**src/fifo_page_table_translator_defines.svh**
```systemverilog
// Assertion macros used by the translator RTL.
// Depends on nothing; included by ptt_ctrl, the module that carries checks.
`ifndef FIFO_PAGE_TABLE_TRANSLATOR_DEFINES_SVH
`define FIFO_PAGE_TABLE_TRANSLATOR_DEFINES_SVH

// Same-cycle implication, checked at every clock edge outside reset.
`define PTT_ASSERT_NOW(label, clk, rst, ante, cons, msg) \
   label: assert property (@(posedge clk) disable iff (rst) (ante) |-> (cons)) \
      else $error(msg);

// Next-cycle implication, checked at every clock edge outside reset.
`define PTT_ASSERT_NEXT(label, clk, rst, ante, cons, msg) \
   label: assert property (@(posedge clk) disable iff (rst) (ante) |=> (cons)) \
      else $error(msg);

`endif

```
**src/ptt_ram.sv**
```systemverilog
// Generic single-write, single-read synchronous RAM with registered read data.
// Depends on nothing.
module ptt_ram #(
   parameter int unsigned WIDTH = 8,
   parameter int unsigned DEPTH = 64
) (
   input  logic                     clock,
   input  logic                     wr_en,
   input  logic [$clog2(DEPTH)-1:0] wr_addr,
   input  logic [WIDTH-1:0]         wr_data,
   input  logic                     rd_en,
   input  logic [$clog2(DEPTH)-1:0] rd_addr,
   output logic [WIDTH-1:0]         rd_data
);

   logic [WIDTH-1:0] mem_ff [DEPTH];
   logic [WIDTH-1:0] rd_data_ff;

   // Write port and registered read port.
   always_ff @(posedge clock) begin
      if (wr_en) begin
         mem_ff[wr_addr] <= wr_data;
      end
      if (rd_en) begin
         rd_data_ff <= mem_ff[rd_addr];
      end
   end

   assign rd_data = rd_data_ff;

endmodule

```
**config.mk**
```make
export PLATFORM = sky130hd
export DESIGN_NAME = ptt_ram
export DESIGN_NICKNAME = d
export VERILOG_FILES = /design/src/fifo_page_table_translator_defines.svh /design/src/ptt_ram.sv
export SDC_FILE = /design/constraint.sdc
export NUM_CORES = 1
export LEC_CHECK = 0
export BUFFER_PORTS_ARGS = -buffer_cell sky130_fd_sc_hd__buf_2
export CAP_MARGIN = 40
export CORE_UTILIZATION = 60
export DETAILED_ROUTE_END_ITERATION = 10
export PLACE_DENSITY = 0.75
export SLEW_MARGIN = 20
export SYNTH_ARGS = -nofsm -noshare
export SYNTH_HDL_FRONTEND = slang
export SYNTH_SLANG_ARGS = --single-unit
```
**constraint.sdc**
```tcl
create_clock -name clock -period 2.6 [get_ports clock]
set_input_delay 0.39 -clock clock [delete_from_list [all_inputs] [get_ports clock]]
set_output_delay 0.39 -clock clock [all_outputs]
set_load 0.01 [all_outputs]
```
* Word-level counts from Yosys, hierarchy flattened
Memory sizes are Yosys's and may differ from the RTL's. A register that Yosys moved wholly into a read port is not among the register bits. Cells that the tools add are included.
Operators by class: multiplexer cells 2
Operator list (number):
- two-way mux 1 bit | 2
Storage, ports and cells: flip-flop bits (word level) 0, RAM bits 512, input bits 23, output and inout port bits 8, memories 1
Memories:
- mem_ff | words 64, width 8, rd ports 1, clocked after memory_dff 1, wr ports 1, RTL line ptt_ram.sv:16 | logic [WIDTH-1:0] mem_ff [DEPTH];

* Logic depth before layout (Yosys ltp)
depth after elaboration 2, mapped depth 9, gate-level depth less buffers 5

* Least setup slack after synthesis
No wires, ideal clock.
kind input port to flip-flop, start point input port rd_addr[1], end point register rd_data_ff[3], in the netlist rd_data[3], read port of mem_ff (data pin), data arrival time 1.930 ns, data required time 2.334 ns, setup slack 0.404 ns, stages 7, buffers on the path 3, path through buf_4 buf_2 buf_2 mux4_2 mux4_2 o21ai_1 o41ai_1
RTL lines:
- start, declared | RTL line ptt_ram.sv:12 | input logic [$clog2(DEPTH)-1:0] rd_addr,
- end, declared | RTL line ptt_ram.sv:17 | logic [WIDTH-1:0] rd_data_ff;

==> summary.md <==
| Metric | Value |
|---|---|
| CTS max path bufs | 3 |
| CTS tree | built |
| Crit Path Category | reg -> reg |
| Number of placed cells counting well taps | 1,475 |
| Clock transition at path regs | 0.06 ns |
| Status | finished clean |
| Top sig layer | met5 |
| Worst hold stages | 1 |
| Worst hold-check path type | in -> reg |
| Worst setup path startpoint | mem_ff[28][4] |
| Worst setup EP type | register |
| Arrival time of data at the critical path endpoint | 2.51 ns |
| Post-synthesis to final-layout area growth | 14.4% |
| Worst supply voltage drop on vdd | 608 uV |
| Total number of yosys warnings | 0 |
| Die Wd | 186 um |
| Share of flip-flops with an asynchronous set or reset after synthesis | 0% |
| Most frequent standard cell in the layout excluding fill and tap cells | edfxtp_1 |
| End point of the worst hold path | rd_data[3] |
| Number of gates resized after CTS | 0 |
| Overall power after layout | 0.0170 W |
| DRC violation count after routing | 0 |
| Buffering stage count on the worst path with inverters included | 0 |
| First-pass GRT wire length | 64,300 um |
| Number of enable-type register cells in the synthesized netlist | 520 |
| Endpoint required time on the critical path | 2.89 ns |
| Number of placement rows | 66 |
| Final estimated routing congestion in global placement | 0.862 |
| Fraction of the cycle the final worst path needs | 85.2% |
| Met1 layer wirelength in the final routing | 17,200 um |
| Inserted Clock Buffers | 50 |
| Headroom to the max-slew limit | 44.3% |
| Total setup violations reported at the end of the flow | 0 |
| Worst r2r src | mem_ff[28][4] |
| Post-synthesis mux area share | 15.9% |
| Highest clock frequency the design can meet | 452 MHz |
| Wire length on met2 | 21,600 um |
| Largest area contributor in the netlist | edfxtp_1 |
| Netlist area before placement | 20,200 sq um |
| Port Buffers | 30 |
| Top-level I/O count | 31 |
| Final Max Tran Viols | 0 |
| Final worst hold slack | 0.218 ns |
| Commonest cells after routing, fill and taps aside | edfxtp_1, mux4_2, buf_4 |
| Largest net degree at the start of global routing | 65 |
| Effective utilization at floorplan | 61.6% |
| Post-route ant nets | 0 |
| Crit-path max FO | 1 |
| R2r setup slk | 0.39 ns |
| Min setup slack post-route | 0.385 ns |
| Critical Path Slowest Stage Cell | mux4_2 |
| Per-cell via count in the routed design | 6.34 |
| CTS sink cnt | 520 |
| Launch point of the worst hold path | rd_en |
| Detailed placement HPWL | 27,400 um |
| Final count of hold timing violations | 0 |
| Initial antenna violation count | 3 |
| Combinational family with the most area after synthesis | multiplexers |
| Simple-Gate Fraction of Synth Area | 3.37% |
| Die footprint | 34,500 sq um |
| Number of cells in the finished layout apart from fillers | 1,566 |
| Leakage power of the design | 7.47 nW |
| Synthesis-stage register bit count | 520 |
| Power density relative to cell area | 733 nW/um^2 |
| Clk_lat worst skew | 0.56 ns |
| Critical-path cell list | mux4_2 -> mux2_2 -> o221a_2 -> nor3_1 -> o32ai_1 |
| Post-synthesis instance total | 940 |
| DRT iter0 DRCs | 1,154 |
| Maxcap violations | 0 |
| Number of buffers added for setup after CTS | 0 |
| Worst setup slack after placement | -0.0508 ns |
| Post-DR wirelength/cell | 27.8 um |
| Via count of the routed design | 9,925 |
| Compound-cell area share of the yosys netlist | 2.06% |
| Minimum period implied by the final worst setup slack | 2.21 ns |
| Number of detailed-route iterations in the first pass | 8 |
| Number of H-tree levels | 2 |
| Register area share after synthesis | 77.1% |
| Area share of the largest cell type after synthesis | 77.1% |
| Synth area leaders | edfxtp_1, mux4_2, nor2_1 |
| Via count of the first global-routing pass | 10,000 |
| Share of synthesized cell area in full adder, half adder and majority cells | 0% |
| GRT Total Usage | 26.4% |
| Root cell of the clock tree | clkbuf_16 |
| Synthesized netlist net count | 963 |
| Actual slew at the worst max-slew pin | 0.836 ns |
| Worst Skew | 0.0270 ns |
| Setup tns final | 0 ns |
| Nets | 1,108 |
| Total gr overflow | 0 |
| Overall die height | 186 um |
| Sort of element at the start of the critical path | register |
| Most used DFF post-synth | edfxtp_1 |
| Number of buffers added to fix hold violations after cts | 0 |
| Crit Reg-Reg Endpoint | rd_data[4] |
| Maximum single-stage delay on the critical path | 0.50 ns |
| Number of library cell types mapped by synthesis | 39 |
| Worst reg-to-reg path cell count | 5 |
| Xor/xnor share of the synthesized area | 0% |
| Avg Cell Area, Syn | 21.5 sq um |
| Final WL | 43,600 um |
| Largest delay share family, worst path | multiplexers |
| Unrepaired setup endpoints after global routing | false |
| Sum of met3 wire segment lengths after detailed routing | 3590 um |
| Fraction of layout instances using a drive strength above 1 | 31.0% |
| Core Region | 32,900 sq um |
[state kept, by name (all words and copies together), names as in the netlist]
signal	flops
rd_data	8
mem_ff	512
[cell usage after synthesis (6+ instances only)]
master / count
buf_2: 11
buf_4: 13
nand2b_1: 7
mux2i_1: 23
nand2_1: 19
clkbuf_1: 17
o22ai_1: 8
edfxtp_1: 520
o221ai_1: 8
mux2_2: 13
a221oi_1: 6
nor2b_1: 14
nor2_1: 83
mux4_2: 126
nand3_1: 13
nor3_1: 7
[where the power goes]
part           internal (W)  switching [W]
clock network       0.00387        0.00288
registers           0.00930      0.0000260
logic              0.000371       0.000533
[per-layer routing]
layer	global-route usage (%)	up-vias
met2	42.1	469
met1	37.9	5156
li1	-	4230
met4	8.52	2
met3	4.62	68
met5	0	-
[kinds of logic after synthesis]
group | count (synthesis)
flip-flops | 520
multiplexers | 162
AND/OR/NAND/NOR | 153
buffers and inverters | 51
AO/OA/AOI/OAI | 54
[cell type report]
type                       count  area (sq um)
timing repair buffer         144          1170
clock inverter                27           195
multi-input combinational    369          4320
sequential                   520         15600
tap                          442           553
fill                        1976          9700
clock buffer                  62          1320
antenna                        2          5.00
[worst max-delay path by stage]
stage / endpoint / depth (start not counted) / slack [ns]
floorplan: rd_data[3] / 7 / 0.40
global placement: rd_data[7] / 7 / 0.02
detailed placement: rd_data[5] / 7 / -0.05
CTS: rd_data[4] / 5 / 0.38
global route: rd_data[4] / 5 / 0.38
finish: rd_data[4] / 5 / 0.39
[metrics by stage]
stage          utilization, %  instance area [sq um]
2_1_floorplan               -                  20200
3_3_place_gp             65.8                  21600
3_5_place_dp             65.9                  21700
4_1_cts                  70.5                  23200
5_1_grt                  70.5                  23200
6_report                 70.5                  23200
Note: power is estimated with default switching activity, not from simulation.
