$ cat config.mk
export PLATFORM = sky130hd
export DESIGN_NAME = ptt_stats
export DESIGN_NICKNAME = d
export VERILOG_FILES = /design/src/fifo_page_table_translator_defines.svh /design/src/ptt_pkg.sv /design/src/ptt_stats.sv
export SDC_FILE = /design/constraint.sdc
export NUM_CORES = 1
export LEC_CHECK = 0
export BUFFER_PORTS_ARGS = -buffer_cell sky130_fd_sc_hd__buf_2
export CORE_ASPECT_RATIO = 1.25
export CORE_UTILIZATION = 35
export CTS_CLUSTER_DIAMETER = 50
export DETAILED_ROUTE_END_ITERATION = 10
export HOLD_SLACK_MARGIN = 0.03
export REMOVE_ABC_BUFFERS = 1
export SYNTH_ARGS = -nofsm -noshare
export SYNTH_HDL_FRONTEND = slang
export SYNTH_SLANG_ARGS = --single-unit
$ cat constraint.sdc
create_clock -name clock -period 2.5 [get_ports clock]
set_input_delay 0.375 -clock clock [delete_from_list [all_inputs] [get_ports clock]]
set_output_delay 0.375 -clock clock [all_outputs]
set_load 0.005 [all_outputs]
$ cat src/fifo_page_table_translator_defines.svh
// Assertion macros used by the translator RTL.
// Depends on nothing; included by ptt_ctrl, the module that carries checks.
`ifndef FIFO_PAGE_TABLE_TRANSLATOR_DEFINES_SVH
`define FIFO_PAGE_TABLE_TRANSLATOR_DEFINES_SVH

// Same-cycle implication, checked at every clock edge outside reset.
`define PTT_ASSERT_NOW(label, clk, rst, ante, cons, msg) \
   label: assert property (@(posedge clk) disable iff (rst) (ante) |-> (cons)) \
      else $error(msg);

// Next-cycle implication, checked at every clock edge outside reset.
`define PTT_ASSERT_NEXT(label, clk, rst, ante, cons, msg) \
   label: assert property (@(posedge clk) disable iff (rst) (ante) |=> (cons)) \
      else $error(msg);

`endif

$ cat src/ptt_pkg.sv
// Shared constants and types for the FIFO page-table translator.
// Depends on nothing; imported by every module of the block except ptt_ram.
// Page, frame and byte counts are expected to be powers of two.
package ptt_pkg;

   localparam int unsigned VIRT_PAGES_DEF  = 4096;
   localparam int unsigned PHYS_FRAMES_DEF = 64;
   localparam int unsigned PAGE_BYTES_DEF  = 4096;

   // Fixed widths of the address input and the running totals.
   localparam int unsigned ADDR_W  = 24;
   localparam int unsigned COUNT_W = 32;

   // Counter updates requested by the sequencer.
   typedef struct packed {
      logic hit_inc;
      logic fault_inc;
   } ptt_count_type;

   // Totals after the requested update.
   typedef struct packed {
      logic [COUNT_W-1:0] hit_total;
      logic [COUNT_W-1:0] fault_total;
   } ptt_totals_type;

endpackage

$ cat src/ptt_stats.sv
// Saturating hit and fault counters of the translator.
// Depends on ptt_pkg.
module ptt_stats
   import ptt_pkg::*;
(
   input  logic           clock,
   input  logic           reset,
   input  ptt_count_type  count,
   output ptt_totals_type totals
);

   localparam logic [COUNT_W-1:0] COUNT_MAX = '1;

   logic [COUNT_W-1:0] hit_count_ff, hit_count_in;
   logic [COUNT_W-1:0] fault_count_ff, fault_count_in;

   // Next values hold at the maximum rather than wrapping.
   always_comb begin
      hit_count_in   = hit_count_ff;
      fault_count_in = fault_count_ff;
      if (count.hit_inc && (hit_count_ff != COUNT_MAX)) begin
         hit_count_in = hit_count_ff + COUNT_W'(1);
      end
      if (count.fault_inc && (fault_count_ff != COUNT_MAX)) begin
         fault_count_in = fault_count_ff + COUNT_W'(1);
      end
   end

   always_ff @(posedge clock) begin
      if (reset) begin
         hit_count_ff   <= '0;
         fault_count_ff <= '0;
      end else begin
         hit_count_ff   <= hit_count_in;
         fault_count_ff <= fault_count_in;
      end
   end

   // The totals include the access being counted in this cycle.
   assign totals.hit_total   = hit_count_in;
   assign totals.fault_total = fault_count_in;

endmodule

# --- After elaboration in Yosys (flattened, before gate mapping) ---
# Index checks and enable logic that the tools add are counted.
# Widths: inputs -> output; s select.
totals:
  regBits: 64
  input_bits: 4
  output_inout_bits: 64
  word_cells: 10
classes:
  n_addsub: 2
  n_eq_ne: 2
  muxes: 2
  n_reduce_logical: 2
op_table:
  columns: ["cell", "count"]
  rows:
  - ["$add 32x1->32 const B", 2]
  - ["$mux 32", 2]
  - ["$ne 32x32->1 const B", 2]
  - ["$logic_and 1x1->1", 2]

# --- Depth between registers and ports, before layout ---
# Gate-level depths: netlist (run 1).
depth:
  depth_word: 3
  mapped_depth: 8
  depth_no_buf: 6

# --- Least setup slack after synthesis (run 1) ---
# No wires, ideal clock.
synth_path:
  path_type: "register -> output"
  startpoint: "register hit_count_ff[5]"
  endpoint: "output totals[61] (netlist name)"
  arrival_ns: 2.123
  required_ns: 2.125
  slack_ns: 0.002
  path_stages_with_launch: 7
  path_buffers: 1
  path_cell_list: "dfxtp_1 -> nand4_2 -> or4_1 -> buf_2 -> a211o_1 -> or4_4 -> xnor2_1"
synth_rtl:
  columns: ["element", "line_no", "text"]
  rows:
  - ["from (decl)", "ptt_stats.sv:14", "logic [COUNT_W-1:0] hit_count_ff, hit_count_in;"]
  - ["from (signal assigned)", "ptt_stats.sv:34", "hit_count_ff <= hit_count_in;"]
  - ["to (decl)", "ptt_stats.sv:9", "output ptt_totals_type totals"]

==> results.toml, run 1 <==
[outcome]
status = "complete, but fails checks"
failed_checks = "setup timing"

[worst_setup_path]
rr_startpoint = "hit_count_ff[8]$_SDFF_PP0_"
r2r_setup_slack_ns = 0.06
crit_required_ns = 2.12
startpoint_type = "flop"
r2r-end = "hit_count_ff[29]$_SDFF_PP0_"
crit_path_start = "hit_count_ff[8]$_SDFF_PP0_"
critPathCaptureType = "primary output"
reg2reg_depth = 7
crit_type = "flop to primary output"
cp_max_fo = 4
crit_path_end = "totals[61]"
cp.arrival_ns = 2.37

[clock_tree]
cts.clk_slew.worst_paths_ns = 0.05
cts.sinks = 64
h-tree-depth = 3
clkLatencyLatePin_ns = 0.32
cts_inserted_buffers = 9
clockBufferDepth = 2
cts_tree = "built"
holdBufCountCts = 0
cts-root-buf = "clkbuf_16"

[power_and_ir_drop]
ir_drop_mv = 0.389
clockPowerShare = 0.498
power.internal_mw = 1.75
finalPower_mw = 2.24
powerDensity_nw_per_um2 = 386
power.switching_mw = 0.495
combPwrFrac = 0.044
switching_share = 0.221
cellLeakagePower_nw = 2.56
seqPwrFrac = 0.458

[sta]
hold_ws_ns = 0.513
slew_headroom = 0.588
hold_viol = 0
fin_ws_ns = -0.250
fin_skew_ns = 0.00396
post-route-period-util = 1.10
worst_slew_pin_slew_ns = 0.602
fmax_ghz = 0.364
slew_viol_final = 0
period_minus_slack_ns = 2.75
grt_setup_unrepaired = "yes"
fin_tns_setup_ns = -1.76
setup_viol = 17

[synth]
ys_ff_latch = 64
synth_area_um2 = 3710
synthTopCellsByArea = "dfxtp_1 35%, nor2b_1 6.9%, xor2_1 6.8%"
ys_async_sr_fraction = 0
synth_top_family_by_area = "simple AND/OR/NAND/NOR gates"
syn_inst = 455
yosysUniqueCellTypes = 43
ys.flop_type = "dfxtp_1"
yosys.area_share.adder = 0.00675
yosys.cell_count.top_type = "dfxtp_1"
synth_warnings = 0
synth_xor_area_frac = 0.0921
synth_enable_flop_cells = 0
yosys.area.top_type_share = 0.345
synth_largest_area_cell = "dfxtp_1"
synth_common_cells = "64 x dfxtp_1, 41 x nor2b_1, 36 x nand3_1, 36 x nor2_1, 34 x nand2_1"
synth_simple_gate_area_frac = 0.354
synthMuxAreaShare = 0.0644
syn_area_per_cell_um2 = 8.15
synth_compound_area_frac = 0.108
seq_area_frac_synth = 0.345

[global_routing]
gr-total-overflow = 0
antenna_found_initial = 0
grt_start_max_net_pins = 84
grt_pass1_vias = 3641
grt_first_pass_wirelength_um = 16500
grt_usage = 0.192

[floorplanning]
initial_core_util = 0.363
row_count = 41
core_region_area_um2 = 10200
die_w_um = 94.1
ios = 68
die_area_um2 = 11000
die-height_um = 117

[placement]
port_buffers = 67
pre_cts_ws_ns = -0.0608
hpwl_um = 7260
dp.cells = 681
gp_congestion = 0.833
place_area_um2 = 4510

[finish]
diodes = 0
syn_to_final_growth_pct = 56.8
fin_nets = 609
drive_gt1_frac = 0.500
stdcell_count = 735
fin_area_um2 = 5810
fin_util = 0.570
num-fill-cells = 863

[detailed_routing]
drt_pre_antenna_iters = 4
drt_iter0_markers = 85
finalWirelength_um = 11300
wl_per_cell_um = 15.4
route.vias.total = 4029
detail-route-antenna-nets = 0
drc = 0
viasPerCell = 5.48

[run]
max-cap-violations = 0

[min_path]
hp-class = "input port to flop"
-- state kept, by name, indices dropped and copies added (netlist names) --
signal and count:
fault_count_ff 32, hit_count_ff 32
-- metal layers --
metal	global-route usage	routed length (um)	share of wire
met2	0.361	6150	0.54
met4	0.0862	153	0.014
met1	0.205	4540	0.40
met5	0	0	0
met3	0.0413	463	0.041
-- cells in the final DEF, fill, tap and decap left out, types with 3 or more instances in the layout --
cell	netlist	routed
xnor2_2	0	4
or4_4	1	3
or3_1	18	12
nand4_1	20	20
nor3_1	15	5
and4_4	0	4
nand2_1	34	32
and3_1	6	3
nor4_4	0	5
buf_4	0	81
clkbuf_1	16	3
inv_1	9	9
o31ai_1	7	3
a21oi_1	15	15
nor2b_1	41	41
buf_2	2	66
nand3_4	0	4
dfxtp_2	0	24
mux2_2	18	17
o21ai_0	16	14
buf_6	0	8
a211oi_2	0	3
nor3_2	1	8
clkbuf_16	0	9
or3_4	0	6
nand3_2	0	3
and4_1	12	7
dfxtp_1	64	32
nor3_4	0	3
xnor2_1	10	6
nor2_1	36	29
nor2_4	0	5
dfxtp_4	0	8
a31oi_1	4	4
xor2_1	29	27
nor4_2	1	5
a2111oi_4	0	5
nand3_1	36	29
-- cell type report --
type / instances / area (um^2) / area share
Tap cell: 129 / 161 / 0.0278
Clock buffer: 13 / 250 / 0.0430
Multi-Input combinational cell: 363 / 2970 / 0.512
Sequential cell: 64 / 1340 / 0.231
Clock inverter: 1 / 5.00 / 0.000861
Inverter: 9 / 33.8 / 0.00581
Timing Repair Buffer: 156 / 1050 / 0.180
-- power by group through the flow --
stage	registers, mW	logic [mW]	clock network (mW)
2_1_floorplan	1.05	0.0287	0
3_3_place_gp	1.05	0.0729	0
3_5_place_dp	1.05	0.0750	0
4_1_cts	1.03	0.0845	1.14
5_1_grt	1.03	0.110	1.19
6_report	1.03	0.0982	1.12
-- worst max-delay path, stage by stage, from the launching register on --
cell and delay, ns:
dfxtp_2 0.35, nand4_4 0.11, or4_4 0.56, a211o_1 0.30
or4_4 0.45, xnor2_2 0.15, buf_2 0.13
-- timing repair --
action / in CTS / in global routing
endpoints found under the hold margin: 0 / 0
resized for setup: 70 / 102
endpoints found under the setup margin: 56 / 57
buffers inserted: 13 / 27
pin swaps: 21 / 42
-- how the worst min path moves through the flow --
stage / startpoint / to / slack, ns / cells past startpoint
global placement: hit_count_ff[27]$_SDFF_PP0_ / hit_count_ff[27]$_SDFF_PP0_ / 0.52 / 2
detailed placement: hit_count_ff[27]$_SDFF_PP0_ / hit_count_ff[27]$_SDFF_PP0_ / 0.53 / 2
CTS: count[0] / fault_count_ff[6]$_SDFF_PP0_ / 0.49 / 4
finish: count[0] / fault_count_ff[6]$_SDFF_PP0_ / 0.51 / 4
global route: hit_count_ff[27]$_SDFF_PP0_ / hit_count_ff[27]$_SDFF_PP0_ / 0.54 / 2
floorplan: reset / fault_count_ff[11]$_SDFF_PP0_ / 0.44 / 1
-- logic make-up (layout without fill, tap and decap cells) --
family	count (synthesis)	in the layout
and+or+nand+nor	239	239
DFF	64	64
AOI/OAI and AO/OA	62	62
xor gates and xnor gates	39	39
buffers and inverters	28	179
muxes	21	21
adders and majority gates	2	2
No activity file was read; power rests on OpenSTA's default activity.
==> inputs of run 2 (changes only) <==
--- a/config.mk
+++ b/config.mk
@@ -12,2 +12,3 @@
 export DETAILED_ROUTE_END_ITERATION = 10
+export GPL_TIMING_DRIVEN = 1
 export HOLD_SLACK_MARGIN = 0.03
--- a/constraint.sdc
+++ b/constraint.sdc
@@ -3,2 +3,2 @@
 set_output_delay 0.375 -clock clock [all_outputs]
-set_load 0.005 [all_outputs]
+set_load 0.01 [all_outputs]
==> run 2 against run 1 <==
Compared with the run above: the run still ends with setup timing left; die area is the same; hold slack gained 0.0025 ns; critical path depth is the same; largest power group unchanged.
==> results.toml, run 2 (synthesis gave the netlist of run 1 again) <==
[global_routing]
grt_first_pass_wirelength_um = 17400
grt_pass1_vias = 3782
grt_start_max_net_pins = 84
antenna_found_initial = 0
gr-total-overflow = 0
grt_usage = 0.204

[detailed_routing]
detail-route-antenna-nets = 0
drc = 0
wl_per_cell_um = 15.6
drt_iter0_markers = 133
finalWirelength_um = 11600
viasPerCell = 5.46
route.vias.total = 4085
drt_pre_antenna_iters = 6

[finish]
syn_to_final_growth_pct = 64.3
fin_area_um2 = 6090
diodes = 0
fin_util = 0.597
drive_gt1_frac = 0.541
mostFrequentLayoutCells = "87 x buf_4, 63 x buf_2, 41 x nor2b_1"
final_common_cell = "buf_4"
num-fill-cells = 833
reg_top3 = "fault_count_ff x32, hit_count_ff x32"
fin_nets = 620
stdcell_count = 748

[sta]
post-route-period-util = 1.11
hold_viol = 0
fin_tns_setup_ns = -2.82
fin_ws_ns = -0.267
hold_ws_ns = 0.515
grt_setup_unrepaired = "yes"
worst_slew_pin_slew_ns = 0.710
fmax_ghz = 0.361
fin_skew_ns = 0.00810
slew_viol_final = 0
slew_headroom = 0.526
setup_viol = 29
period_minus_slack_ns = 2.77

[worst_setup_path]
rr_startpoint = "hit_count_ff[8]$_SDFF_PP0_"
reg2reg_depth = 6
r2r_setup_slack_ns = 0.17
cp_max_fo = 4
r2r-end = "hit_count_ff[29]$_SDFF_PP0_"
crit_type = "flop to primary output"
critPathCaptureType = "primary output"
startpoint_type = "flop"
crit_required_ns = 2.12
cp.arrival_ns = 2.39

[min_path]
worstHoldStart = "hit_count_ff[18]$_SDFF_PP0_"
min_delay_worst_endpoint = "hit_count_ff[18]$_SDFF_PP0_"
hp-class = "flop to flop"
holdPathStages = 2

[power_and_ir_drop]
ir_drop_mv = 0.298
switching_share = 0.224
power.switching_mw = 0.522
finalPower_mw = 2.33
combPwrFrac = 0.043
powerDensity_nw_per_um2 = 383
seqPwrFrac = 0.441
clockPowerShare = 0.515
cellLeakagePower_nw = 2.73
power.internal_mw = 1.81

[floorplanning]
initial_core_util = 0.363
core_region_area_um2 = 10200
die_w_um = 94.1
die-height_um = 117
die_area_um2 = 11000
ios = 68
row_count = 41

[clock_tree]
cts_tree = "built"
clockBufferDepth = 2
cts-root-buf = "clkbuf_16"
cts.clk_slew.worst_paths_ns = 0.06
cts_inserted_buffers = 9
holdBufCountCts = 0
cts.sinks = 64
clkLatencyLatePin_ns = 0.34
h-tree-depth = 3

[run]
max-cap-violations = 0

[placement]
port_buffers = 67
gp_congestion = 0.832
hpwl_um = 7220
dp.cells = 690
place_area_um2 = 4580
pre_cts_ws_ns = -0.0418

[outcome]
failed_checks = "setup timing"
status = "complete, but fails checks"
## run 2: cell count changes in the layout (fill, tap and decap cells not counted), moves of 4 or more
cell     change
nor3_4       +5
o21ai_1      +5
o21ai_0      -7
o21ai_2      +4
buf_6        +7
buf_4        +6
## run 2: timing repair
| action | 4_1_cts | 5_1_grt |
|---|---|---|
| endpoints found under the setup margin | 58 | 61 |
| gates cloned | 1 | 0 |
| gates resized for setup | 119 | 92 |
| setup buffers | 22 | 20 |
| pin swaps | 39 | 44 |
## run 2: worst max path at each step
stage | slack [ns] | to | startpoint
3_5_place_dp | -0.04 | totals[61] | hit_count_ff[8]$_SDFF_PP0_
4_1_cts | -0.30 | totals[61] | hit_count_ff[8]$_SDFF_PP0_
2_1_floorplan | -0.07 | totals[61] | hit_count_ff[5]$_SDFF_PP0_
6_report | -0.27 | totals[61] | hit_count_ff[8]$_SDFF_PP0_
5_1_grt | -0.35 | totals[61] | hit_count_ff[8]$_SDFF_PP0_
3_3_place_gp | -0.03 | totals[61] | hit_count_ff[8]$_SDFF_PP0_
## run 2: final cells by class
type / instances / area [um^2] / area share
multi-input combinational: 363 / 3100 / 0.509
sequential: 64 / 1340 / 0.220
timing repair buffer: 167 / 1170 / 0.192
clock buffer: 13 / 270 / 0.0443
tap: 129 / 161 / 0.0265
inverter: 9 / 33.8 / 0.00554
clock inverter: 3 / 15.0 / 0.00246
## run 2: power by group through the flow
stage	logic, mW	registers, mW	clock network, mW
6_report	0.101	1.03	1.20
4_1_cts	0.0925	1.03	1.22
2_1_floorplan	0.0324	1.05	0
3_3_place_gp	0.0773	1.05	0
3_5_place_dp	0.0787	1.05	0
5_1_grt	0.110	1.03	1.28
## run 2: metal layers
metal  GRT usage  vias up  routed length [um]
li1            -     1984                   -
met1       0.213     1946                4500
met2       0.382      126                6340
met3      0.0426       29                 509
met4       0.106        0                 291
met5           0        -                   0
## run 2: worst max-delay path: stages, from the launching register on
cell	delay, ns
dfxtp_2	0.34
nand4_4	0.11
or4_4	0.57
a211o_1	0.30
or4_4	0.45
xnor2_2	0.14
buf_2	0.14
