### src/fifo_page_table_translator_defines.svh
// Assertion macros used by the translator RTL.
// Depends on nothing; included by ptt_ctrl, the module that carries checks.
`ifndef FIFO_PAGE_TABLE_TRANSLATOR_DEFINES_SVH
`define FIFO_PAGE_TABLE_TRANSLATOR_DEFINES_SVH

// Same-cycle implication, checked at every clock edge outside reset.
`define PTT_ASSERT_NOW(label, clk, rst, ante, cons, msg) \
   label: assert property (@(posedge clk) disable iff (rst) (ante) |-> (cons)) \
      else $error(msg);

// Next-cycle implication, checked at every clock edge outside reset.
`define PTT_ASSERT_NEXT(label, clk, rst, ante, cons, msg) \
   label: assert property (@(posedge clk) disable iff (rst) (ante) |=> (cons)) \
      else $error(msg);

`endif

### src/ptt_pkg.sv
// Shared constants and types for the FIFO page-table translator.
// Depends on nothing; imported by every module of the block except ptt_ram.
// Page, frame and byte counts are expected to be powers of two.
package ptt_pkg;

   localparam int unsigned VIRT_PAGES_DEF  = 4096;
   localparam int unsigned PHYS_FRAMES_DEF = 64;
   localparam int unsigned PAGE_BYTES_DEF  = 4096;

   // Fixed widths of the address input and the running totals.
   localparam int unsigned ADDR_W  = 24;
   localparam int unsigned COUNT_W = 32;

   // Counter updates requested by the sequencer.
   typedef struct packed {
      logic hit_inc;
      logic fault_inc;
   } ptt_count_type;

   // Totals after the requested update.
   typedef struct packed {
      logic [COUNT_W-1:0] hit_total;
      logic [COUNT_W-1:0] fault_total;
   } ptt_totals_type;

endpackage

### src/ptt_ctrl.sv
// Sequencer of the translator: clearing pass, lookup, mapping and eviction.
// Depends on ptt_pkg and the assertion macros; drives both table RAMs.
`include "fifo_page_table_translator_defines.svh"

module ptt_ctrl
   import ptt_pkg::*;
#(
   parameter int unsigned VIRT_PAGES  = VIRT_PAGES_DEF,
   parameter int unsigned PHYS_FRAMES = PHYS_FRAMES_DEF,
   localparam int unsigned VPN_W      = $clog2(VIRT_PAGES),
   localparam int unsigned FRAME_W    = $clog2(PHYS_FRAMES)
) (
   input  logic               clock,
   input  logic               reset,
   input  logic               start,
   output logic               busy,
   input  logic [VPN_W-1:0]   vpn,
   // Page table: valid bit above the frame number.
   output logic               pt_wr_en,
   output logic [VPN_W-1:0]   pt_wr_addr,
   output logic [FRAME_W:0]   pt_wr_data,
   output logic               pt_rd_en,
   output logic [VPN_W-1:0]   pt_rd_addr,
   input  logic [FRAME_W:0]   pt_rd_data,
   // Frame owner table.
   output logic               own_wr_en,
   output logic [FRAME_W-1:0] own_wr_addr,
   output logic [VPN_W-1:0]   own_wr_data,
   output logic               own_rd_en,
   output logic [FRAME_W-1:0] own_rd_addr,
   input  logic [VPN_W-1:0]   own_rd_data,
   // Counters.
   output ptt_count_type      count,
   input  ptt_totals_type     totals,
   // Result.
   output logic               rsp_valid,
   output logic               rsp_hit,
   output logic [FRAME_W-1:0] rsp_frame,
   output logic               rsp_evicted,
   output logic [VPN_W-1:0]   rsp_evicted_page,
   output logic [COUNT_W-1:0] rsp_hit_total,
   output logic [COUNT_W-1:0] rsp_fault_total
);

   typedef enum logic [1:0] {
      ST_CLEAR,
      ST_IDLE,
      ST_LOOKUP,
      ST_EVICT
   } state_type;

   localparam logic [VPN_W-1:0]   LAST_PAGE  = VPN_W'(VIRT_PAGES - 1);
   localparam logic [FRAME_W-1:0] LAST_FRAME = FRAME_W'(PHYS_FRAMES - 1);

   state_type          state_ff;
   logic [VPN_W-1:0]   clr_idx_ff;
   logic [VPN_W-1:0]   vpn_ff;
   logic [FRAME_W-1:0] next_frame_ff;
   logic [PHYS_FRAMES-1:0] owned_ff;

   logic               rsp_valid_ff;
   logic               rsp_hit_ff;
   logic [FRAME_W-1:0] rsp_frame_ff;
   logic               rsp_evicted_ff;
   logic [VPN_W-1:0]   rsp_evicted_page_ff;
   logic [COUNT_W-1:0] rsp_hit_total_ff;
   logic [COUNT_W-1:0] rsp_fault_total_ff;

   logic               lk_valid;
   logic [FRAME_W-1:0] lk_frame;
   logic               victim_owned;

   assign lk_valid     = pt_rd_data[FRAME_W];
   assign lk_frame     = pt_rd_data[FRAME_W-1:0];
   assign victim_owned = owned_ff[next_frame_ff];
   assign busy         = (state_ff != ST_IDLE);

   // Both tables are read in the cycle a request is taken.
   assign pt_rd_en    = start && (state_ff == ST_IDLE);
   assign pt_rd_addr  = vpn;
   assign own_rd_en   = start && (state_ff == ST_IDLE);
   assign own_rd_addr = next_frame_ff;

   // Table writes: clearing sweep, new mapping on a fault, invalidation of the victim.
   always_comb begin
      pt_wr_en    = 1'b0;
      pt_wr_addr  = vpn_ff;
      pt_wr_data  = '0;
      own_wr_en   = 1'b0;
      own_wr_addr = next_frame_ff;
      own_wr_data = vpn_ff;
      unique case (state_ff)
         ST_CLEAR: begin
            pt_wr_en   = 1'b1;
            pt_wr_addr = clr_idx_ff;
         end
         ST_LOOKUP: begin
            if (!lk_valid) begin
               pt_wr_en   = 1'b1;
               pt_wr_data = {1'b1, next_frame_ff};
               own_wr_en  = 1'b1;
            end
         end
         ST_EVICT: begin
            pt_wr_en   = 1'b1;
            pt_wr_addr = rsp_evicted_page_ff;
         end
         default: begin
         end
      endcase
   end

   assign count.hit_inc   = (state_ff == ST_LOOKUP) && lk_valid;
   assign count.fault_inc = (state_ff == ST_LOOKUP) && !lk_valid;

   // State, FIFO pointer, owner-valid bits and the registered result.
   always_ff @(posedge clock) begin
      if (reset) begin
         state_ff      <= ST_CLEAR;
         clr_idx_ff    <= '0;
         next_frame_ff <= '0;
         owned_ff      <= '0;
         rsp_valid_ff  <= 1'b0;
      end else begin
         rsp_valid_ff <= 1'b0;
         unique case (state_ff)
            ST_CLEAR: begin
               clr_idx_ff <= clr_idx_ff + VPN_W'(1);
               if (clr_idx_ff == LAST_PAGE) begin
                  state_ff <= ST_IDLE;
               end
            end
            ST_IDLE: begin
               if (start) begin
                  vpn_ff   <= vpn;
                  state_ff <= ST_LOOKUP;
               end
            end
            ST_LOOKUP: begin
               rsp_valid_ff       <= 1'b1;
               rsp_hit_total_ff   <= totals.hit_total;
               rsp_fault_total_ff <= totals.fault_total;
               if (lk_valid) begin
                  rsp_hit_ff          <= 1'b1;
                  rsp_frame_ff        <= lk_frame;
                  rsp_evicted_ff      <= 1'b0;
                  rsp_evicted_page_ff <= '0;
                  state_ff            <= ST_IDLE;
               end else begin
                  rsp_hit_ff              <= 1'b0;
                  rsp_frame_ff            <= next_frame_ff;
                  rsp_evicted_ff          <= victim_owned;
                  rsp_evicted_page_ff     <= victim_owned ? own_rd_data : '0;
                  owned_ff[next_frame_ff] <= 1'b1;
                  next_frame_ff <= (next_frame_ff == LAST_FRAME) ? '0
                                                                 : next_frame_ff + FRAME_W'(1);
                  state_ff <= victim_owned ? ST_EVICT : ST_IDLE;
               end
            end
            ST_EVICT: begin
               state_ff <= ST_IDLE;
            end
            default: begin
               state_ff <= ST_IDLE;
            end
         endcase
      end
   end

   assign rsp_valid        = rsp_valid_ff;
   assign rsp_hit          = rsp_hit_ff;
   assign rsp_frame        = rsp_frame_ff;
   assign rsp_evicted      = rsp_evicted_ff;
   assign rsp_evicted_page = rsp_evicted_page_ff;
   assign rsp_hit_total    = rsp_hit_total_ff;
   assign rsp_fault_total  = rsp_fault_total_ff;

   // A victim page is always a mapped page, so it never equals the faulting page.
   `PTT_ASSERT_NOW(a_victim_not_self, clock, reset, rsp_valid_ff && rsp_evicted_ff,
                   rsp_evicted_page_ff != vpn_ff, "evicted page equals accessed page")
   // An eviction result is followed by the invalidation write.
   `PTT_ASSERT_NOW(a_evict_writes, clock, reset, rsp_valid_ff && rsp_evicted_ff,
                   state_ff == ST_EVICT, "eviction without invalidation cycle")
   // An eviction only happens on a fault.
   `PTT_ASSERT_NOW(a_evict_is_fault, clock, reset, rsp_valid_ff && rsp_evicted_ff,
                   !rsp_hit_ff, "eviction reported on a hit")
   // Each result comes from exactly one lookup cycle.
   `PTT_ASSERT_NOW(a_rsp_from_lookup, clock, reset, rsp_valid_ff,
                   $past(state_ff) == ST_LOOKUP, "result without lookup")
   // An accepted request is looked up in the following cycle.
   `PTT_ASSERT_NEXT(a_accept_lookup, clock, reset, start && (state_ff == ST_IDLE),
                    state_ff == ST_LOOKUP, "accepted request not looked up")

endmodule
### config.mk
export PLATFORM = sky130hd
export DESIGN_NAME = ptt_ctrl
export DESIGN_NICKNAME = d
export VERILOG_FILES = /design/src/ptt_pkg.sv /design/src/ptt_ctrl.sv
export VERILOG_INCLUDE_DIRS = /design/src /design/src/src
export SDC_FILE = /design/constraint.sdc
export NUM_CORES = 1
export LEC_CHECK = 0
export BUFFER_PORTS_ARGS = -buffer_cell sky130_fd_sc_hd__buf_2
export CELL_PAD_IN_SITES_DETAIL_PLACEMENT = 1
export CELL_PAD_IN_SITES_GLOBAL_PLACEMENT = 2
export CORE_UTILIZATION = 31
export CTS_CLUSTER_SIZE = 30
export DETAILED_ROUTE_END_ITERATION = 8
export GPL_TIMING_DRIVEN = 1
export PLACE_DENSITY_LB_ADDON = 0.3
export SKIP_LAST_GASP = 1
export SYNTH_ARGS = -nofsm -noshare
export SYNTH_HDL_FRONTEND = slang
export SYNTH_SLANG_ARGS = --single-unit
### constraint.sdc
create_clock -name clock -period 6.65 [get_ports clock]
set_clock_uncertainty 0.1 [all_clocks]
set_input_delay 0.3325 -clock clock [delete_from_list [all_inputs] [get_ports clock]]
set_output_delay 0.3325 -clock clock [all_outputs]
set_load 0.03 [all_outputs]
== Word level (Yosys, flattened, before mapping) ==
Index checks and enable logic that the tools add are counted.
Widths: inputs -> output; s select.

* Register bits after elaboration: 181
* Latch bits: 0
* RAM bits: 0
* Memory bits (read-only): 0
* Bits of input ports: 98
* Output and inout bits: 147
* Logic and storage cells: 59
* Memories: 0

* $add $sub $neg: 2
* Multipliers: 0
* Div/mod/pow operators: 0
* Magnitude comparators: 2
* Equal/unequal tests: 8
* Shift operators: 0
* Mux-type cells: 19
* Bitwise logic cells: 4
* Reduce and logical (&&, ||, !) cells: 12

{| class="wikitable"
|+ Operators with widths
! operator !! count
|-
| $or 64x64->64 || 1
|-
| $pmux 12 s2 || 1
|-
| $mux 7 || 2
|-
| $add 12x1->12 const B || 1
|-
| $eq 12x12->1 const B || 1
|-
| $mux 6 || 2
|-
| $mux 2 || 4
|-
| $pmux 2 s4 || 1
|-
| $lt 6x7->1 const B || 1
|-
| $add 6x1->6 const B || 1
|-
| $bmux 1 s6 || 1
|-
| $demux 1 s6 || 1
|-
| $eq 6x6->1 const B || 1
|-
| $ge 6x1->1 const B || 1
|-
| $mux 1 || 6
|-
| $reduce_and 2->1 || 3
|-
| $eq 2x2->1 const B || 2
|-
| $logic_and 1x1->1 || 4
|-
| $ne 2x2->1 const B || 2
|-
| $reduce_or 2->1 || 2
|-
| $not 1->1 || 3
|-
| $reduce_and 3->1 || 1
|-
| $eq 2x1->1 const B || 1
|-
| $logic_not 2->1 || 1
|-
| 3 further kinds || 3
|}

== Depth between registers and ports, before layout ==
* Word-level depth: 5
* Depth in mapped cells: 10
* Gate-level depth less buffers: 9

== Worst setup path after synthesis ==
OpenSTA, ideal clock, no wires.

* Path type: register to register
* Start: register state_ff[0]
* End: register rsp_evicted_ff (netlist: rsp_evicted), enable pin
* Setup time: 0.536 ns
* Arrival time: 4.322 ns
* Required time: 6.014 ns
* Path slack: 1.691 ns
* Stages on the path, launching flop included: 4
* Buffers on the path: 0
* Period minus slack after synthesis: 4.959 ns
* Cell sequence: dfxtp_1 -> inv_1 -> ha_1 -> nor2b_1

* Cells in the longest elaborated chain, start to end: 2

{| class="wikitable"
|+ Ends and longest elaborated chain
! item !! RTL line !! RTL
|-
| start, declared || ptt_ctrl.sv:55 || <nowiki>state_type state_ff;</nowiki>
|-
| start signal, assigned || ptt_ctrl.sv:157 || <nowiki>state_ff <= victim_owned ? ST_EVICT : ST_IDLE;</nowiki>
|-
| $eq 2x2->1 || ptt_ctrl.sv:126 || <nowiki>unique case (state_ff)</nowiki>
|-
| $reduce_and 2->1 (no line) || n/a ||
|-
| end signal, assigned || ptt_ctrl.sv:152 || <nowiki>rsp_evicted_ff <= victim_owned;</nowiki>
|-
| end, declared || ptt_ctrl.sv:64 || <nowiki>logic rsp_evicted_ff;</nowiki>
|}

Every way passes these cells.
A chain may end at the register's enable or synchronous reset.

== Final worst setup path ==
* Start: register next_frame_ff[2] (netlist: own_rd_addr[2])
* End: register rsp_evicted_page_ff[11] (netlist: rsp_evicted_page[11]), data pin

* Cells in the longest elaborated chain, start to end: 4

{| class="wikitable"
|+ Ends and longest elaborated chain
! item !! RTL line !! RTL
|-
| start, declared || ptt_ctrl.sv:58 || <nowiki>logic [FRAME_W-1:0] next_frame_ff;</nowiki>
|-
| start signal, assigned || ptt_ctrl.sv:155 || <nowiki>next_frame_ff <= (next_frame_ff == LAST_FRAME) ? '0</nowiki>
|-
| $bmux 1 s6 || ptt_ctrl.sv:75 || <nowiki>assign victim_owned = owned_ff[next_frame_ff];</nowiki>
|-
| $mux 1 (implied by the code) || ptt_ctrl.sv:75 ||
|-
| $not 1->1 (no line) || n/a ||
|-
| $reduce_or 2->1 (no line) || n/a ||
|-
| end signal, assigned || ptt_ctrl.sv:153 || <nowiki>rsp_evicted_page_ff <= victim_owned ? own_rd_data : '0;</nowiki>
|-
| end, declared || ptt_ctrl.sv:65 || <nowiki>logic [VPN_W-1:0] rsp_evicted_page_ff;</nowiki>
|}

Every way passes these cells. The select of a mux whose other input is x is not followed.

==> impl_results.md <==
- Starting Density: 31.5%
- CP peak stage delay: about 0.9 ns
- Die width: ~150 um
- Startpoint types: flop
- Count leader, synth: edfxtp_1
- Final slew viol count: 0
- GRT Residual Overflow: 0
- CTS Buf Count: 17
- Final #Nets: 1008
- Synth top area share: 40.5%
- Register area share after synthesis: approximately 64%
- Number of flops mapped to enable cells by yosys: 96
- Worst Hold Class: input port to flop
- Sequential share of power: 49.7%
- Initial antenna violation count: 2
- Area of the multi-input gates: between 0.002 and 0.0025 mm2
- Max IR drop VDD: 131 uV
- Clk pwr share: a little over two fifths
- GRT Overall Usage: around a fifth
- Crit Path Max Fanout: 22
- Syn. warnings: 0
- Routed length per instance: 19.5 um
- Pre-Repair DR Iteration Count: 4
- Die ar.: around 0.024 mm2
- Critical path type: flop to flop
- Detailed Route WL: about 23000 um
- Net switching power: 0.610 mW
- Clk pin slew, worst setup/hold paths: around 0.08 ns
- Synthesis-to-layout area growth: 38.2%
- First-pass GRT wire length: 36000 um
- Seq cells post-synth: ~180
- Async set-reset flop share out of synthesis: 0%
- MaxCap Viol Count: 0
- Endpoints failing hold: 0
- Slew margin rel.: a little under a quarter
- Post-route ant nets: 0
- Achievable Freq: about 310 MHz
- Num rows: 55
- Critical Path Sink Type: flop
- Port buffer count: between 200 and 250
- Reg area: 0.00458 mm2
- Post CTS Setup Buffer Count: 0
- Clock Sinks: 181
- Setup_tns: 0 ns
- Ports: about 250
- Worst-margin pin slew: around 1.1 ns
- Area leader, netlist: edfxtp_1
- RD Place Congestion: around 0.79
- Post-synth net total: between 700 and 800
- Layout cell share with drive strength beyond 1: 33.5%
- Dpl hpwl: between 15000 and 20000 um
- Cell count after synthesis: 609
- Placed Cells: 1093
- Die H: around 150 um
- Internal: around 1.8 mW
- Sw Share: 25.6%
- Via Count: around 6000
- Vias in the first global route: just over 6000
- Cell breakdown of the critical path: nor2b_1 -> a22oi_1 -> o21ai_0 -> a221o_1 -> nor4_4 -> nor3b_1
- TritonCTS clock tree: built
- Logic gate share of total power: between 6 and 7%
- Largest net degree at the start of global routing: 86
- Unrepaired setup endpoints after global routing: false
- Prevailing post-synth register cell: edfxtp_1
- Hold-fix buffers at CTS: 76
- Required time worst endpoint: ~6.7 ns
- Synth cell count leaders: edfxtp_1 (96), nor2_1 (92), dfxtp_1 (85)
- Vias per cell: between 4 and 5
- Filler cells: between 2000 and 3000
- Avg Cell Area, Syn: roughly 12 um2
- Setup Viol. Count Final: 0
- Post-synth cell types: 49
- Detailed router's first-iteration violation count: around 380
- Fin crit share: between 40% and 50%
- CTS resizes: 0
- PD cells: ~240 mW/mm2
- Final Critical Period: roughly 3.2 ns
- CTS max path bufs: 2
- Worst skew pair latency: 0.44 ns
- Status: completed
- Crit-path slowest cell: dfxtp_1
- Post-route DRC: 0
- H-tree depth: 4
- P_leak: 3.89 nW
- Clk root buf: clkbuf_16
- Non-Filler Instances: 1203
- Arr. time, crit path: 3.25 ns
- Cell Area, Synth: between 0.007 and 0.008 mm2
- Synth area leaders: edfxtp_1 (41%), dfxtp_1 (24%), nor2_1 (4.9%), a21oi_1 (4.8%), mux2i_1 (2.4%)
- Core area: between 0.02 and 0.025 mm2
## cell type report
cell class	count	share of cell area (%)
sequential	181	46.6
multi-input combinational	363	22.2
timing repair buffer	329	20.8
clock buffer	17	4.33
tap	285	3.63
clock inverter	15	1.87
inverter	11	0.420
antenna	2	0.0509
## power groups by stage
stage | clock network [mW] | registers [mW] | logic, mW
finish | 1.03 | 1.18 | 0.163
global route | 1.10 | 1.18 | 0.175
CTS | 1.06 | 1.18 | 0.162
detailed placement | 0 | 1.21 | 0.126
global placement | 0 | 1.21 | 0.123
floorplan | 0 | 1.21 | 0.0723
## state kept, by name, indices dropped and copies added, names as in the netlist
| register | flops |
|---|---|
| rsp_hit | 1 |
| rsp_evicted_page | 12 |
| owned_ff | 64 |
| rsp_evicted | 1 |
| rsp_frame | 6 |
| rsp_fault_total | 32 |
| own_wr_data | 12 |
| rsp_valid | 1 |
| state_ff | 2 |
| rsp_hit_total | 32 |
| clr_idx_ff | 12 |
| own_rd_addr | 6 |
## routing by layer
metal  wire [um]  GRT usage [%]
met1        9410           23.1
met2       12200           36.4
met3        1380           4.17
met4         445           7.00
met5           0              0
## cell usage in the layout, fill, tap and decap left out, types with 3 or more instances in the layout
cell type,count
inv_8,6
a21oi_1,68
nor2b_1,4
clkbuf_16,17
nor3_1,4
nor3b_1,13
inv_1,11
ha_1,7
inv_6,3
dfxtp_1,85
a221oi_1,3
mux2_2,9
buf_2,244
o21ai_0,22
edfxtp_1,96
and2_1,5
mux2i_1,17
nand2_1,31
a22o_1,4
a22oi_1,16
clkinv_8,3
buf_4,9
xnor2_1,5
nor2_1,92
nand3_1,7
nand4_1,4
and3_1,7
xor2_1,10
dlygate4sd3_1,76
nand2b_1,3
o22ai_1,6
## stage by stage
stage	setup WS [ns]	instance area, um2	utilization (%)	power [mW]	hold slack (ns)
after floorplan	1.69	7110	-	1.28	0.331
after global placement	3.60	8460	37.5	1.33	0.347
after detailed placement	3.45	8460	37.5	1.34	0.357
after CTS	3.44	9830	43.5	2.40	0.0664
after global routing	3.21	9830	43.6	2.46	0.0795
final	3.45	9830	43.6	2.38	0.0819
## kinds of logic (layout without fill, tap and decap cells)
family / count (synthesis) / in the layout / synth area share [%]
AO/OA/AOI/OAI: 134 / 134 / 11.5
XOR/XNOR: 15 / 15 / 1.85
adder cells (fa/ha/maj): 7 / 7 / 1.23
buffers and inverters: 65 / 372 / 5.01
flip-flops: 181 / 181 / 64.5
multiplexers: 26 / 26 / 3.82
other: 0 / 2 / 0
AND/OR/NAND/NOR: 181 / 181 / 12.2
## path summary, 6_finish.rpt
path,cells after the start,to,from,slack (ns)
setup reg to reg,6,rsp_evicted_page[11]$_SDFFCE_PP0P_,own_rd_addr[2]$_SDFFE_PP0P_,3.45
hold reg to reg,2,owned_ff[32]$_SDFFE_PP0P_,owned_ff[32]$_SDFFE_PP0P_,0.37
setup / recovery,6,rsp_evicted_page[11]$_SDFFCE_PP0P_,own_rd_addr[2]$_SDFFE_PP0P_,3.45
hold / removal,3,rsp_frame[1]$_DFFE_PP_,pt_rd_data[1],0.08
## worst max-delay path: cells and delay by family (launching register included)
kind / cells / cell delay (ns)
flops: 1 / 0.90
simple gates: 3 / 1.17
compound gates: 3 / 0.75
No activity file was read; power rests on OpenSTA's default activity.
